--- config.mk ---
export PLATFORM = sky130hd
export DESIGN_NAME = gf2ieb_ctrl
export DESIGN_NICKNAME = d
export VERILOG_FILES = /design/src/rtl/gf2ieb_pkg.sv /design/src/rtl/gf2ieb_ctrl.sv
export SDC_FILE = /design/constraint.sdc
export NUM_CORES = 1
export LEC_CHECK = 0
export BUFFER_PORTS_ARGS = -buffer_cell sky130_fd_sc_hd__buf_4
export CORE_AREA = 2 2 39 41
export CTS_CLUSTER_DIAMETER = 80
export DETAILED_ROUTE_END_ITERATION = 16
export DIE_AREA = 0 0 41 43
export HOLD_SLACK_MARGIN = 0.03
export MAX_ROUTING_LAYER = met4
export PLACE_DENSITY_LB_ADDON = 0.2
export REMOVE_ABC_BUFFERS = 1
export SLEW_MARGIN = 20
export SYNTH_ARGS = -nofsm -noshare
export SYNTH_HDL_FRONTEND = slang
export SYNTH_SLANG_ARGS = --single-unit
--- constraint.sdc ---
create_clock -name clk_i -period 2.85 [get_ports clk_i]
set_input_delay 0.7125 -clock clk_i [delete_from_list [all_inputs] [get_ports clk_i]]
set_output_delay 0.7125 -clock clk_i [all_outputs]
set_load 0.02 [all_outputs]
--- src/rtl/gf2ieb_pkg.sv ---
// ---------------------------------------------------------------------------
// GF(2) echelon basis package
// Shared sizes, input codes and the control and status bundles that pass
// between the controller and the datapath.
// ---------------------------------------------------------------------------
package gf2ieb_pkg;

  // Number of bit positions in one vector and the basis capacity in rows.
  localparam int unsigned VEC_BITS = 64;
  // Width of the vector field on the port.
  localparam int unsigned VEC_W    = 64;
  // Width of a pivot index.
  localparam int unsigned PIV_W    = (VEC_BITS > 1) ? $clog2(VEC_BITS) : 1;
  // Width of the row counter, which must hold VEC_BITS itself.
  localparam int unsigned CNT_W    = $clog2(VEC_BITS + 1);
  // Width of one stored entry: pivot index above the row bits.
  localparam int unsigned ROW_W    = VEC_BITS + PIV_W;
  // Widths of the kind field, the active bit count and the rank.
  localparam int unsigned KIND_W   = 2;
  localparam int unsigned ACT_W    = 7;
  localparam int unsigned RANK_W   = 7;

  // Reset value of the active bit count.
  localparam logic [ACT_W-1:0] ACT_RESET = ACT_W'(64);

  // Input item codes.
  localparam logic [KIND_W-1:0] KIND_CLEAR  = 2'd0;
  localparam logic [KIND_W-1:0] KIND_INSERT = 2'd1;
  localparam logic [KIND_W-1:0] KIND_QUERY  = 2'd2;

  // Commands from the controller to the datapath.
  typedef struct packed {
    logic start;     // an input transfer happens this cycle
    logic walk;      // reduce against the stored rows
    logic finish;    // check the residual and store it if it qualifies
    logic load_out;  // load the result register
  } cmd_t;

  // Status from the datapath to the controller.
  typedef struct packed {
    logic walk_done; // every stored row has been applied
  } status_t;

endpackage

--- src/rtl/gf2ieb_ctrl.sv ---
// ---------------------------------------------------------------------------
// GF(2) echelon basis controller
// Sequences one item at a time: accept, walk the stored rows and finish for
// an insert or query, and hand the result to the output register.
// ---------------------------------------------------------------------------
module gf2ieb_ctrl (
  input  logic                          clk_i,
  input  logic                          rst_ni,
  input  logic                          in_valid_i,
  input  logic [gf2ieb_pkg::KIND_W-1:0] in_kind_i,
  output logic                          in_stall_o,
  output logic                          out_valid_o,
  input  logic                          out_stall_i,
  output gf2ieb_pkg::cmd_t              cmd_o,
  input  gf2ieb_pkg::status_t           status_i
);
  import gf2ieb_pkg::*;

  typedef enum logic [1:0] {
    ST_IDLE,
    ST_WALK,
    ST_FINISH,
    ST_EMIT
  } state_e;

  state_e state_q, state_d;
  logic   out_valid_q, out_valid_d;
  logic   in_xfer;
  logic   out_xfer;
  logic   out_free;

  assign in_stall_o  = (state_q != ST_IDLE);
  assign in_xfer     = in_valid_i && (state_q == ST_IDLE);
  assign out_xfer    = out_valid_q && !out_stall_i;
  assign out_free    = !out_valid_q || !out_stall_i;
  assign out_valid_o = out_valid_q;

  // Commands decoded from the state.
  always_comb begin
    cmd_o          = '0;
    cmd_o.start    = in_xfer;
    cmd_o.walk     = (state_q == ST_WALK);
    cmd_o.finish   = (state_q == ST_FINISH);
    cmd_o.load_out = (state_q == ST_EMIT) && out_free;
  end

  // Next state and output valid.
  always_comb begin
    state_d     = state_q;
    out_valid_d = out_valid_q;
    if (out_xfer) begin
      out_valid_d = 1'b0;
    end
    unique case (state_q)
      ST_IDLE: begin
        if (in_valid_i) begin
          if (in_kind_i == KIND_INSERT || in_kind_i == KIND_QUERY) begin
            state_d = ST_WALK;
          end else begin
            state_d = ST_EMIT;
          end
        end
      end
      ST_WALK: begin
        if (status_i.walk_done) begin
          state_d = ST_FINISH;
        end
      end
      ST_FINISH: begin
        state_d = ST_EMIT;
      end
      ST_EMIT: begin
        if (out_free) begin
          out_valid_d = 1'b1;
          state_d     = ST_IDLE;
        end
      end
      default: begin
        state_d = ST_IDLE;
      end
    endcase
  end

  // State and registered output valid.
  always_ff @(posedge clk_i or negedge rst_ni) begin
    if (!rst_ni) begin
      state_q     <= ST_IDLE;
      out_valid_q <= 1'b0;
    end else begin
      state_q     <= state_d;
      out_valid_q <= out_valid_d;
    end
  end

  // A result loaded into the output register shows as valid next cycle.
  a_load_shows: assert property (@(posedge clk_i) disable iff (!rst_ni)
    cmd_o.load_out |=> out_valid_q)
    else $error("loaded result not presented");

  // A finished item always goes to the emit step next.
  a_finish_emits: assert property (@(posedge clk_i) disable iff (!rst_ni)
    (state_q == ST_FINISH) |=> (state_q == ST_EMIT))
    else $error("finish not followed by emit");

endmodule

# After elaboration in Yosys (flattened, before gate mapping)

Index checks and enable logic that the tools add are counted.

Bits in registers: 3
Logic and storage cells: 28
Output and inout port bits: 6

Reduce and logical (&&, ||, !) cells: 10
Muxes and demuxes: 8
Equality and inequality tests: 8

Operators with widths:

| kind                                                            | number |
|---|---|
| 2-bit 2-to-1 mux                                                | 4 |
| 2-bit one-hot mux with 4 select lines                           | 1 |
| 2-bit == test, second input constant                            | 3 |
| 2-bit by 1-bit == test with 1-bit output, second input constant | 2 |
| 2-bit != test, second input constant                            | 2 |
| 1-bit logical AND                                               | 3 |
| 1-bit 2-to-1 mux                                                | 3 |
| 3-bit AND reduction                                             | 1 |
| 1-bit zero test                                                 | 2 |
| 2-bit zero test                                                 | 1 |
| 1-bit logical OR                                                | 2 |
| 2-bit by 1-bit != test with 1-bit output, second input constant | 1 |
| 2-bit nonzero test                                              | 1 |

# Longest topological paths before layout

Depth after elaboration: 5
Mapped depth: 5

# Worst setup path after synthesis

OpenSTA, ideal clock, no wires.

Path type: input to output
From: input out_stall_i
To: output cmd_o[0] in the netlist's numbering
Setup slack: 0.937 ns
Data arrival time: 1.200 ns
Stages: 1
Data required time: 2.138 ns
Buffers on the path: 0
Path through: a21boi_0

Word-level cells in the longest chain between the ends: 3

Ends and longest elaborated chain:

| what               | line              | source |
|---|---|---|
| start: declaration | gf2ieb_ctrl.sv:13 | `input logic out_stall_i,` |
| 1-bit zero test    | gf2ieb_ctrl.sv:35 | `assign out_free = !out_valid_q \|\| !out_stall_i;` |
| 1-bit logical OR   | gf2ieb_ctrl.sv:35 |  |
| 1-bit logical AND  | gf2ieb_ctrl.sv:44 | `cmd_o.load_out = (state_q == ST_EMIT) && out_free;` |
| end: declaration   | gf2ieb_ctrl.sv:14 | `output gf2ieb_pkg::cmd_t cmd_o,` |

No other way between the ends.

==> impl_metrics.yaml <==
place:
  port_buffers: 12
  gp_congestion: 0.533
  place_hpwl_um: 416
power:
  power_switching_mw: 0.182
  switching_share_pct: 42.7
  p_seq_share_pct: 20.0
  p_leak_nw: 0.197
  p_int_mw: 0.243
  power_frac_clock_pct: 17.4
  combPwrFrac_pct: 62.7
  ir_drop_v: 0.000285
  powerDensity_nw_per_um2: 1140
route:
  routed_wl_um: 473
  ant_nets: 0
  drt_iter0_markers: 3
  highest_layer: "met3"
  viasPerCell: 3.76
  drt_first_pass_iters: 2
  wl_met3_um: 27
  wl_per_cell_um: 8.76
  wl_met1_um: 145
  dr_total_vias: 203
  drc_errors: 0
  dr_wl_met2_um: 300
floorplanning:
  ios: 13
  die-area_sq_um: 1760
  start_util_pct: 17.7
  rows: 14
  die_x_um: 41
  core_sq_um: 1380
  die_h_um: 43
logic_synthesis:
  synth_most_common_cell: "ha_1"
  yosys_warnings: 0
  syn-cell-area_sq_um: 245
  synth_xor_xnor_area_share_pct: 3.57
  synth_top_family_by_area: "adder cells"
  ys_ff_latch: 3
  synth-main-ff-cell: "dfrtp_1"
  ys_top_cells_by_area: "dfrtp_1 (31%), ha_1 (26%), mux2i_1 (12%)"
  syn_inst: 23
  synthAdderAreaFrac_pct: 25.5
  async_flop_share_pct: 100
  avgSynthCellArea_sq_um: 10.7
  synth_cell_types: 13
  ys_seq_area_share_pct: 30.6
  synth_top_area_share_pct: 30.6
  muxShareOfSynthArea_pct: 12.2
  synth-edff-count: 0
  synth_compound_area_share_pct: 12.2
  ys_top_cells_by_count: "ha_1 (5), dfrtp_1 (3), inv_1 (3), mux2i_1 (3)"
  synth_top_cell_by_area: "dfrtp_1"
  synth-simple-area-share_pct: 6.63
critical_path:
  critPathKind: "reg2out"
  r2r_end: "state_q[0]"
  critical_path_required_ns: 2.14
  cp-end-kind: "primary output"
  endpoint: "cmd_o[3]"
  cp_max_fo: 4
  r2r_start: "state_q[0]"
  reg2reg_slack_ns: 1.58
  arrival_ns: 1.23
  critPathLaunchType: "flop"
  cp-startpoint: "state_q[0]"
  worst-r2r-cell-count: 5
clock_network:
  cts_root_buf: "clkbuf_4"
  cts_made_buffers: 3
  cts.clk_slew.worst_paths_ns: 0.04
  cts_max_level: 1
  cts_tree: "done"
  cts_setup_buffers: 0
  cts_num_sinks: 3
  cts_buffer_depth: 2
  clk_latency_ns: 0.23
  cts_hold_buffers: 0
  cts_resized: 0
timing:
  min_period_ns: 1.95
  worst_pin_slew_ns: 0.228
  maxSlewHeadroom_pct: 84.8
  rsz0062_at_grt: "false"
  finalSetupViolCount: 0
  period_share_pct: 68.3
  tns_ns: 0
  hold_viol: 0
  fmax_mhz: 514
  fin_worst_skew_ns: 0.00101
  hold_slack_ns: 0.261
  slew_violations: 0
final_layout:
  fillers: 157
  seqCellArea_sq_um: 75.1
  nNetsFinal: 51
  drive_gt1_share_pct: 47.4
  multi_input_comb_area_sq_um: 148
  areaGrowthSynthToFinish_pct: 52.6
  n_antenna_cell: 0
global_routing:
  track_usage_pct: 7.22
  grt_pass1_vias: 230
  grt_max_degree: 5
  grt_pass1_wl_um: 772
  grt_overflow: 0
  antenna_found_initial: 0
outcome:
  outcome: "finished clean"
run:
  cap_violations: 0
worst_hold_path:
  min_path_type: "in2async"
state kept, by name (all words and copies together), names as in the netlist:
| register | flops |
|---|---|
| state_q | 2 |
| out_valid_o | 1 |
cell usage in the layout (no fill, tap or decap):
master	instances
buf_4	12
ha_1	5
inv_1	3
mux2i_1	3
clkbuf_4	3
dfrtp_1	3
inv_2	1
and2_2	1
a21boi_0	1
a21o_1	1
nor2_1	1
nand3_1	1
o221ai_2	1
xnor2_1	1
clkbuf_1	1
per-stage QoR:
step                      total power, mW  instance area (sq um)  utilization, %  worst slack, ns  instances
final                               0.425                    374            27.0            0.903         54
after global routing                0.465                    374            27.0            0.833         54
after global placement              0.356                    348            25.1            0.989         50
after CTS                           0.436                    374            27.0            0.881         54
after floorplan                     0.269                    238               -            0.937         22
after detailed placement            0.358                    348            25.1            0.985         50
critical path, stage by stage, from the launching register on:
cell and delay (ns):
dfrtp_1 0.37, inv_1 0.10, ha_1 0.22, and2_2 0.17, buf_4 0.15
layout make-up:
cell class	count	area share [%]
tap	16	5.35
multi-input combinational	15	39.5
clock buffer	4	7.02
inverter	4	4.01
timing repair buffer	12	24.1
sequential	3	20.1
layer usage:
metal / global-route usage, % / vias to the layer above
met5: - / -
met2: 11.9 / 5
met3: 3.14 / 0
met1: 4.55 / 94
met4: 8.00 / 0
li1: - / 104
how the worst min path moves through the flow:
stage / startpoint / end / slack (ns) / cells past startpoint
after floorplan: rst_ni / out_valid_o / 0.42 / 0
after global placement: rst_ni / out_valid_o / 0.50 / 1
after detailed placement: rst_ni / out_valid_o / 0.50 / 1
after CTS: rst_ni / state_q[0] / 0.26 / 1
after global routing: rst_ni / state_q[0] / 0.26 / 1
final: rst_ni / state_q[0] / 0.26 / 1
power by group through the flow:
stage          Sequential (mW)  Clock, mW  Combinational [mW]
2_1_floorplan           0.0905          0               0.178
6_report                0.0849     0.0738               0.266
3_5_place_dp            0.0860          0               0.272
4_1_cts                 0.0856     0.0769               0.274
3_3_place_gp            0.0855          0               0.270
5_1_grt                 0.0876     0.0806               0.297
logic make-up (layout without fill, tap and decap cells):
logic type / after synthesis / in the layout
mux: 3 / 3
flops: 3 / 3
xor+xnor: 1 / 1
compound gates: 3 / 3
fa+ha+maj: 5 / 5
buf+inv: 5 / 20
simple gates: 3 / 3
(Power assumes the default switching activity.)
